**src/rtl/core/tpe_pkg.sv**
```systemverilog
package tpe_pkg;

    localparam int DEF_MAX_TERMS = 32;
    localparam int DEF_EXP_BITS  = 4;

    // Command codes of the input transaction
    localparam logic [1:0] CMD_APPEND = 2'd0;
    localparam logic [1:0] CMD_EVAL   = 2'd1;
    localparam logic [1:0] CMD_CLEAR  = 2'd2;

    typedef struct packed {
        logic [1:0]         cmd;
        logic signed [15:0] coeff;
        logic [3:0]         exp_x;
        logic [3:0]         exp_y;
        logic [3:0]         exp_z;
        logic signed [15:0] x_value;
        logic signed [15:0] y_value;
        logic signed [15:0] z_value;
    } item_t;

    typedef struct packed {
        logic signed [31:0] poly_value;
        logic               status;
        logic [5:0]         term_total;
    } result_t;

    // Microcode
    localparam int STEP_W = 3;

    typedef enum logic [2:0] {
        OP_NONE = 3'd0,
        OP_INIT = 3'd1,
        OP_LOAD = 3'd2,
        OP_MUL  = 3'd3,
        OP_SQR  = 3'd4,
        OP_NVAR = 3'd5,
        OP_ACC  = 3'd6,
        OP_DONE = 3'd7
    } op_t;

    typedef enum logic [2:0] {
        J_NEXT     = 3'd0,
        J_EMPTY    = 3'd1,
        J_MORE_BIT = 3'd2,
        J_MORE_VAR = 3'd3,
        J_MORE_TRM = 3'd4,
        J_OUT_BUSY = 3'd5
    } cond_t;

    typedef struct packed {
        op_t               op;
        cond_t             cond;
        logic [STEP_W-1:0] target;
    } uword_t;

    localparam logic [STEP_W-1:0] ST_INIT = 3'd0;
    localparam logic [STEP_W-1:0] ST_READ = 3'd1;
    localparam logic [STEP_W-1:0] ST_LOAD = 3'd2;
    localparam logic [STEP_W-1:0] ST_MUL  = 3'd3;
    localparam logic [STEP_W-1:0] ST_SQR  = 3'd4;
    localparam logic [STEP_W-1:0] ST_NVAR = 3'd5;
    localparam logic [STEP_W-1:0] ST_ACC  = 3'd6;
    localparam logic [STEP_W-1:0] ST_DONE = 3'd7;

    // Evaluate program: square-and-multiply per variable, at most one product per step
    function automatic uword_t ucode_rom(input logic [STEP_W-1:0] step);
        uword_t w;
        w = '{op: OP_NONE, cond: J_NEXT, target: ST_INIT};
        case (step)
            ST_INIT: w = '{op: OP_INIT, cond: J_EMPTY,    target: ST_DONE};
            ST_READ: w = '{op: OP_NONE, cond: J_NEXT,     target: ST_INIT};
            ST_LOAD: w = '{op: OP_LOAD, cond: J_NEXT,     target: ST_INIT};
            ST_MUL:  w = '{op: OP_MUL,  cond: J_NEXT,     target: ST_INIT};
            ST_SQR:  w = '{op: OP_SQR,  cond: J_MORE_BIT, target: ST_MUL};
            ST_NVAR: w = '{op: OP_NVAR, cond: J_MORE_VAR, target: ST_MUL};
            ST_ACC:  w = '{op: OP_ACC,  cond: J_MORE_TRM, target: ST_READ};
            ST_DONE: w = '{op: OP_DONE, cond: J_OUT_BUSY, target: ST_DONE};
            default: w = '{op: OP_NONE, cond: J_NEXT,     target: ST_INIT};
        endcase
        return w;
    endfunction

endpackage

```
**src/rtl/core/tpe_ram.sv**
```systemverilog
module tpe_ram #(
    parameter int WIDTH = 28,
    parameter int DEPTH = 32,
    localparam int AW = (DEPTH > 1) ? $clog2(DEPTH) : 1
) (
    input  logic             clk,
    input  logic             wr_en,
    input  logic [AW-1:0]    wr_addr,
    input  logic [WIDTH-1:0] wr_data,
    input  logic [AW-1:0]    rd_addr,
    output logic [WIDTH-1:0] rd_data
);

    logic [WIDTH-1:0] mem [DEPTH];

    always_ff @(posedge clk)
    begin
        if (wr_en)
        begin
            mem[wr_addr] <= wr_data;
        end
        rd_data <= mem[rd_addr];
    end

endmodule

```
**src/rtl/core/trivariate_polynomial_evaluator.sv**
```systemverilog
// Trivariate polynomial evaluator. The block holds a table of up to MAX_TERMS
// terms (signed 16-bit coefficient, exponents of EXP_BITS bits for x, y, z) in
// a single-port-write, registered-read RAM. An append transaction stores one
// term (a zero coefficient stores nothing; a nonzero one into a full table is
// dropped with status 1), a clear transaction empties the table, and command
// 3 changes nothing; each returns poly_value 0. An evaluate transaction runs a
// short microcode program that walks the table in order and raises x, y and z
// to each term's powers by square-and-multiply on one shared 32x32 multiplier,
// summing modulo 2^32. Per term the program runs one RAM read step, a load,
// a multiply and a squaring step for every exponent bit of every variable,
// one step to move on after each of the three variables and one accumulate
// step, all through the single multiplier; an init and a done step frame the
// walk. The input is stalled while an evaluate runs. A finished result sits
// in an output register; the input is also stalled while that result waits,
// and the next transaction is taken in the cycle that the result is accepted.
module trivariate_polynomial_evaluator #(
    parameter int MAX_TERMS = tpe_pkg::DEF_MAX_TERMS,
    parameter int EXP_BITS  = tpe_pkg::DEF_EXP_BITS
) (
    input  logic             clk,
    input  logic             rst_n,
    input  logic             item_valid,
    output logic             item_stall,
    input  tpe_pkg::item_t   item,
    output logic             result_valid,
    input  logic             result_stall,
    output tpe_pkg::result_t result
);

    import tpe_pkg::*;

    localparam int AW   = (MAX_TERMS > 1) ? $clog2(MAX_TERMS) : 1;
    localparam int CW   = $clog2(MAX_TERMS + 1);
    localparam int BW   = (EXP_BITS > 1) ? $clog2(EXP_BITS) : 1;
    localparam int RAMW = 16 + 3 * EXP_BITS;

    localparam logic [CW-1:0] FULL_COUNT = CW'(MAX_TERMS);
    localparam logic [BW-1:0] LAST_BIT   = BW'(EXP_BITS - 1);

    // Variable being raised
    localparam logic [1:0] VAR_X = 2'd0;
    localparam logic [1:0] VAR_Y = 2'd1;
    localparam logic [1:0] VAR_Z = 2'd2;

    // Control state
    logic              busy_reg,      busy_next;
    logic [STEP_W-1:0] step_reg,      step_next;
    logic [CW-1:0]     count_reg,     count_next;
    logic              out_valid_reg, out_valid_next;

    // Datapath state
    result_t             out_data_reg, out_data_next;
    logic [31:0]         acc_reg,  acc_next;
    logic [31:0]         term_reg, term_next;
    logic [31:0]         pow_reg,  pow_next;
    logic [BW-1:0]       bit_reg,  bit_next;
    logic [1:0]          var_reg,  var_next;
    logic [CW-1:0]       idx_reg,  idx_next;
    logic [3*EXP_BITS-1:0] exps_reg, exps_next;
    logic [31:0]         x_reg, x_next;
    logic [31:0]         y_reg, y_next;
    logic [31:0]         z_reg, z_next;

    uword_t            uword;
    logic              slot_free;
    logic              accept;
    logic              jump;
    logic              full;
    logic              ram_we;
    logic [RAMW-1:0]   ram_wdata;
    logic [RAMW-1:0]   ram_rdata;
    logic [EXP_BITS-1:0] cur_exp;
    logic [31:0]       mul_a;
    logic [31:0]       mul_p;

    tpe_ram #(
        .WIDTH (RAMW),
        .DEPTH (MAX_TERMS)
    ) u_terms (
        .clk     (clk),
        .wr_en   (ram_we),
        .wr_addr (count_reg[AW-1:0]),
        .wr_data (ram_wdata),
        .rd_addr (idx_reg[AW-1:0]),
        .rd_data (ram_rdata)
    );

    assign uword     = ucode_rom(step_reg);
    assign slot_free = !out_valid_reg || !result_stall;
    assign item_stall = busy_reg || !slot_free;
    assign accept    = item_valid && !item_stall;
    assign full      = (count_reg == FULL_COUNT);

    assign ram_we    = accept && (item.cmd == CMD_APPEND) && (item.coeff != 16'sd0) && !full;
    assign ram_wdata = {EXP_BITS'(item.exp_z), EXP_BITS'(item.exp_y),
                        EXP_BITS'(item.exp_x), item.coeff};

    // Exponent of the variable in progress
    always_comb
    begin
        case (var_reg)
            VAR_X:   cur_exp = exps_reg[0 +: EXP_BITS];
            VAR_Y:   cur_exp = exps_reg[EXP_BITS +: EXP_BITS];
            default: cur_exp = exps_reg[2*EXP_BITS +: EXP_BITS];
        endcase
    end

    // One shared multiplier, low 32 bits of the product
    assign mul_a = (uword.op == OP_MUL) ? term_reg : pow_reg;
    assign mul_p = mul_a * pow_reg;

    // Sequencer branch
    always_comb
    begin
        case (uword.cond)
            J_NEXT:     jump = 1'b0;
            J_EMPTY:    jump = (count_reg == '0);
            J_MORE_BIT: jump = (bit_reg != LAST_BIT);
            J_MORE_VAR: jump = (var_reg != VAR_Z);
            J_MORE_TRM: jump = ({1'b0, idx_reg} + (CW+1)'(1)) < {1'b0, count_reg};
            J_OUT_BUSY: jump = !slot_free;
            default:    jump = 1'b0;
        endcase
    end

    always_comb
    begin
        busy_next      = busy_reg;
        step_next      = step_reg;
        count_next     = count_reg;
        out_valid_next = out_valid_reg && result_stall;
        out_data_next  = out_data_reg;
        acc_next       = acc_reg;
        term_next      = term_reg;
        pow_next       = pow_reg;
        bit_next       = bit_reg;
        var_next       = var_reg;
        idx_next       = idx_reg;
        exps_next      = exps_reg;
        x_next         = x_reg;
        y_next         = y_reg;
        z_next         = z_reg;

        if (accept)
        begin
            case (item.cmd)
                CMD_APPEND:
                begin
                    out_data_next.status = 1'b0;
                    if (item.coeff != 16'sd0)
                    begin
                        if (full)
                        begin
                            out_data_next.status = 1'b1;
                        end
                        else
                        begin
                            count_next = count_reg + CW'(1);
                        end
                    end
                    out_data_next.poly_value = '0;
                    out_data_next.term_total = 6'(count_next);
                    out_valid_next           = 1'b1;
                end
                CMD_EVAL:
                begin
                    // Hold the point and start the program
                    busy_next = 1'b1;
                    step_next = ST_INIT;
                    x_next    = {{16{item.x_value[15]}}, item.x_value};
                    y_next    = {{16{item.y_value[15]}}, item.y_value};
                    z_next    = {{16{item.z_value[15]}}, item.z_value};
                end
                CMD_CLEAR:
                begin
                    count_next               = '0;
                    out_data_next.poly_value = '0;
                    out_data_next.status     = 1'b0;
                    out_data_next.term_total = '0;
                    out_valid_next           = 1'b1;
                end
                default:
                begin
                    out_data_next.poly_value = '0;
                    out_data_next.status     = 1'b0;
                    out_data_next.term_total = 6'(count_reg);
                    out_valid_next           = 1'b1;
                end
            endcase
        end

        if (busy_reg)
        begin
            step_next = jump ? uword.target : step_reg + STEP_W'(1);
            case (uword.op)
                OP_INIT:
                begin
                    acc_next = '0;
                    idx_next = '0;
                end
                OP_LOAD:
                begin
                    term_next = {{16{ram_rdata[15]}}, ram_rdata[15:0]};
                    exps_next = ram_rdata[16 +: 3*EXP_BITS];
                    pow_next  = x_reg;
                    var_next  = VAR_X;
                    bit_next  = '0;
                end
                OP_MUL:
                begin
                    if (cur_exp[bit_reg])
                    begin
                        term_next = mul_p;
                    end
                end
                OP_SQR:
                begin
                    pow_next = mul_p;
                    if (bit_reg != LAST_BIT)
                    begin
                        bit_next = bit_reg + BW'(1);
                    end
                end
                OP_NVAR:
                begin
                    bit_next = '0;
                    if (var_reg != VAR_Z)
                    begin
                        var_next = var_reg + 2'd1;
                        pow_next = (var_reg == VAR_X) ? y_reg : z_reg;
                    end
                end
                OP_ACC:
                begin
                    acc_next = acc_reg + term_reg;
                    idx_next = idx_reg + CW'(1);
                end
                OP_DONE:
                begin
                    if (slot_free)
                    begin
                        busy_next                = 1'b0;
                        out_valid_next           = 1'b1;
                        out_data_next.poly_value = acc_reg;
                        out_data_next.status     = 1'b0;
                        out_data_next.term_total = 6'(count_reg);
                    end
                end
                default:
                begin
                    // Wait for the RAM read
                end
            endcase
        end
    end

    always_ff @(posedge clk or negedge rst_n)
    begin
        if (!rst_n)
        begin
            busy_reg      <= 1'b0;
            step_reg      <= ST_INIT;
            count_reg     <= '0;
            out_valid_reg <= 1'b0;
        end
        else
        begin
            busy_reg      <= busy_next;
            step_reg      <= step_next;
            count_reg     <= count_next;
            out_valid_reg <= out_valid_next;
        end
    end

    always_ff @(posedge clk)
    begin
        out_data_reg <= out_data_next;
        acc_reg      <= acc_next;
        term_reg     <= term_next;
        pow_reg      <= pow_next;
        bit_reg      <= bit_next;
        var_reg      <= var_next;
        idx_reg      <= idx_next;
        exps_reg     <= exps_next;
        x_reg        <= x_next;
        y_reg        <= y_next;
        z_reg        <= z_next;
    end

    assign result_valid = out_valid_reg;
    assign result       = out_data_reg;

`ifndef SYNTHESIS
    // The table never holds more terms than it has entries
    a_count_bound: assert property (@(posedge clk) disable iff (!rst_n)
        count_reg <= FULL_COUNT)
        else $error("term count beyond table depth");

    // The table is frozen while an evaluation walks it
    a_count_frozen: assert property (@(posedge clk) disable iff (!rst_n)
        busy_reg |=> $stable(count_reg))
        else $error("term count changed during evaluate");

    // A finished evaluation shows up in the output register
    a_done_out: assert property (@(posedge clk) disable iff (!rst_n)
        (busy_reg && uword.op == OP_DONE && slot_free) |=> (out_valid_reg && !busy_reg))
        else $error("evaluate result not delivered");

    // A drop is only reported with a full table
    a_drop_full: assert property (@(posedge clk) disable iff (!rst_n)
        (out_valid_reg && out_data_reg.status) |-> (out_data_reg.term_total == 6'(MAX_TERMS)))
        else $error("drop reported with table not full");
`endif

endmodule
```
**config.mk**
```make
export PLATFORM = sky130hd
export DESIGN_NAME = trivariate_polynomial_evaluator
export DESIGN_NICKNAME = d
export VERILOG_FILES = /design/src/rtl/core/tpe_pkg.sv /design/src/rtl/core/tpe_ram.sv /design/src/rtl/core/trivariate_polynomial_evaluator.sv
export SDC_FILE = /design/constraint.sdc
export NUM_CORES = 2
export LEC_CHECK = 0
export BUFFER_PORTS_ARGS = -buffer_cell sky130_fd_sc_hd__buf_2
export CORE_ASPECT_RATIO = 0.6
export CORE_MARGIN = 3
export CORE_UTILIZATION = 31
export DETAILED_ROUTE_END_ITERATION = 8
export GPL_TIMING_DRIVEN = 0
export PLACE_DENSITY_LB_ADDON = 0.2
export RECOVER_POWER = 100
export SLEW_MARGIN = 20
export SYNTH_ARGS = -nofsm -noshare
export SYNTH_HDL_FRONTEND = slang
export SYNTH_SLANG_ARGS = --single-unit
```
**constraint.sdc**
```tcl
create_clock -name clk -period 12.65 [get_ports clk]
set_clock_uncertainty 0.1 [all_clocks]
set_input_delay 1.265 -clock clk [delete_from_list [all_inputs] [get_ports clk]]
set_output_delay 1.265 -clock clk [all_outputs]
set_load 0.05 [all_outputs]
```
==> impl_metrics.yaml <==
setup_path:
  crit_top_cell: "fa_1"
  cp.arrival_ns: 11.78
  cp-end-kind: "flop"
  worst_r2r_endpoint: "term_reg[30]"
  slowest_delay_ns: 1.00
  critPathLaunchType: "flop"
  rrSetupSlack_ns: 1.16
  r2r_start: "step_reg[1]"
  worstSetupPathType: "flop to flop"
  cp_max_fo: 10
  reg2reg_depth: 30
  critPathSlowestCell: "clkbuf_1"
  worstPathRequired_ns: 12.94
timing:
  fmax_ghz: 0.0870
  relSlewSlack_pct: -47.7
  finalSetupTns_ns: 0
  finalSetupViolCount: 0
  whs_ns: 0.309
  setup_ws_ns: 1.16
  slew_viol_final: 965
  finalHoldViolCount: 0
  grt_setup_unrepaired: "no"
  worst_pin_slew_ns: 2.21
  post-route-min-period_ns: 11.49
  min_period_over_period_pct: 90.8
yosys:
  ys_warn_count: 0
  avgSynthCellArea_um2: 15.0
  ys_ff_latch: 1140
  synth_nets: 4742
  syn-cell-area_um2: 61000
  synth_ff_type: "edfxtp_1"
  synth_top_area_share_pct: 52.3
  synth_top_cell_by_area: "edfxtp_1"
  synthCells: 4079
  netlist_top_cells_area: "edfxtp_1, fa_1, mux4_2"
  synth-edff-count: 1062
  ys_seq_area_share_pct: 54.9
  ys_async_sr_fraction_pct: 0.965
  ys_types: 74
clocking:
  cts_setup_buffers: 0
  post_cts_resized: 0
  tritoncts: "yes"
  cts_sinks: 1140
  cts_root_buffer: "clkbuf_16"
  clk_pin_slew_ns: 0.07
  h-tree-depth: 3
  clock_latency_ns: 0.70
  cts_buffer_depth: 3
  cts_hold_buf: 0
  cts_inserted_buffers: 98
floorplan:
  io_pins: 123
  die_h_um: 350
  num_rows: 125
  die_w_um: 579
  core_um2: 195000
  start_util_pct: 31.3
  design.die.area_um2: 202000
hold_path:
  min-delay-start: "u_terms.rd_data[17]"
  hold_class: "flop to flop"
  whs_endpoint: "exps_reg[1]"
  hold_path_depth: 0
global_route:
  grt_pass1_vias: 35300
  grt_max_degree: 34
  grt-ovfl-total: 0
  grt_pass1_wl_mm: 292
  track_usage_pct: 20.9
  antenna_found_initial: 40
detailed_routing:
  vias_per_cell: 5.16
  antenna_left: 0
  dr.pass1.iters: 5
  drt_wl_total_mm: 212
  drt_iter0_markers: 4706
  drcViolationCount: 0
  vias: 36400
  wl_per_cell_um: 30.0
status:
  status: "finished with violations"
  violations: "max-capacitance violations, max-slew violations"
place:
  pre_cts_slack_ns: 2.12
  dpl_cell_area_um2: 66500
  dpl.hpwl_mm: 160
  port-buffer-count: 122
  globalplace.congestion: 0.951
finish:
  layout-drive-gt1-share_pct: 12.2
  fin_area_um2: 68200
  area_growth_pct: 11.9
  largest_register_ffs: 896
  regMostFlops: "u_terms.mem"
  final_nets: 5025
run:
  maxCapViolCount: 49
[worst max path at each step]
| stage | startpoint | end | slack (ns) |
|---|---|---|---|
| 5_1_grt | step_reg[1] | term_reg[28] | 0.95 |
| 6_report | step_reg[1] | term_reg[30] | 1.16 |
| 2_1_floorplan | step_reg[1] | term_reg[28] | 4.51 |
| 4_1_cts | step_reg[1] | term_reg[28] | 2.10 |
| 3_5_place_dp | step_reg[1] | term_reg[28] | 2.12 |
| 3_3_place_gp | var_reg[0] | term_reg[16] | 0.90 |
[synthesized netlist by cell type (3+ instances only)]
library cell and n:
nand2_1 408, nor4_1 5, ha_1 172, mux4_2 281, nor3_1 24, nand2b_1 14
inv_1 402, a21boi_0 5, mux2_2 42, and3_1 7, a22oi_1 4, or2_2 5
a211oi_1 9, fa_1 409, and2_1 301, dfrtp_1 11, o21a_1 23, a221oi_1 3
buf_2 3, o311a_1 3, o21bai_1 10, clkbuf_1 171, dfxtp_1 67, nor3b_1 6
o31ai_1 8, or3_1 5, a21oi_1 74, nand4b_1 3, mux2i_1 18, a21o_1 31
edfxtp_1 1062, nor2_1 124, nand3_1 58, mux2_1 6, nand4_1 7, a31oi_1 6
xor2_1 32, buf_1 26, mux2_4 5, nor2b_1 19, xnor2_1 84, o21ai_1 4
o21ai_0 79
[routing by layer]
layer	vias to the layer above	global-route usage [%]	routed length, um
met2	1943	24.3	73900
met1	19300	35.3	107000
met3	170	8.21	28500
met5	-	0	71
met4	12	2.52	2540
li1	15100	-	-
[area by class of cell]
class	count	area [um^2]
Antenna cell	15	37.5
Buffer	204	823
Clock buffer	127	2600
Clock inverter	57	606
Fill cell	18900	126000
Inverter	404	1520
Multi-Input combinational cell	2331	25200
Sequential cell	1140	33500
Tap cell	2603	3260
Timing Repair Buffer	183	734
[cells by family (layout without fill, tap and decap cells)]
logic type      Yosys count  in the layout  synth area share (%)
xor+xnor                119            119                  1.76
mux                     352            352                  11.7
buf+inv                 608            975                  3.79
fa+ha+maj               581            581                  17.0
compound gates          284            284                  2.95
other cells               0             15                     0
flops                  1140           1140                  54.9
simple gates            995            995                  7.93
[cell usage in the layout, fill, tap and decap left out, drive strengths merged, types with 8 or more instances in the layout]
cell type	count
nor2	124
o21bai	10
inv	407
mux4	281
xnor2	86
nand2	408
a21o	31
fa	409
buf	62
nand2b	14
edfxtp	1062
a211oi	9
nand3	58
diode	15
dfrtp	11
mux2	53
clkbuf	452
o21a	23
nor3	24
ha	172
nor2b	20
mux2i	18
bufinv	8
xor2	32
o21ai	83
a21oi	75
clkinv	43
o31ai	8
dfxtp	67
and2	302
[stage by stage]
stage               utilization [%]  std cells
finish                         35.1       7064
floorplan                         -       4079
CTS                            35.8       7049
detailed placement             34.2       6865
global route                   35.1       7049
global placement               33.3       6804
[critical path: cells and delay by family, from the launching register on]
kind	cells	cell delay, ns
AOI/OAI and AO/OA	7	2.01
xor gates and xnor gates	1	0.23
adders and majority gates	10	4.19
buffers and inverters	6	2.58
DFF	1	0.47
and+or+nand+nor	6	1.60
Power is left out: the tool's default activity adds up to more than one toggle a clock period on the data nets, which glitch-free logic cannot reach.
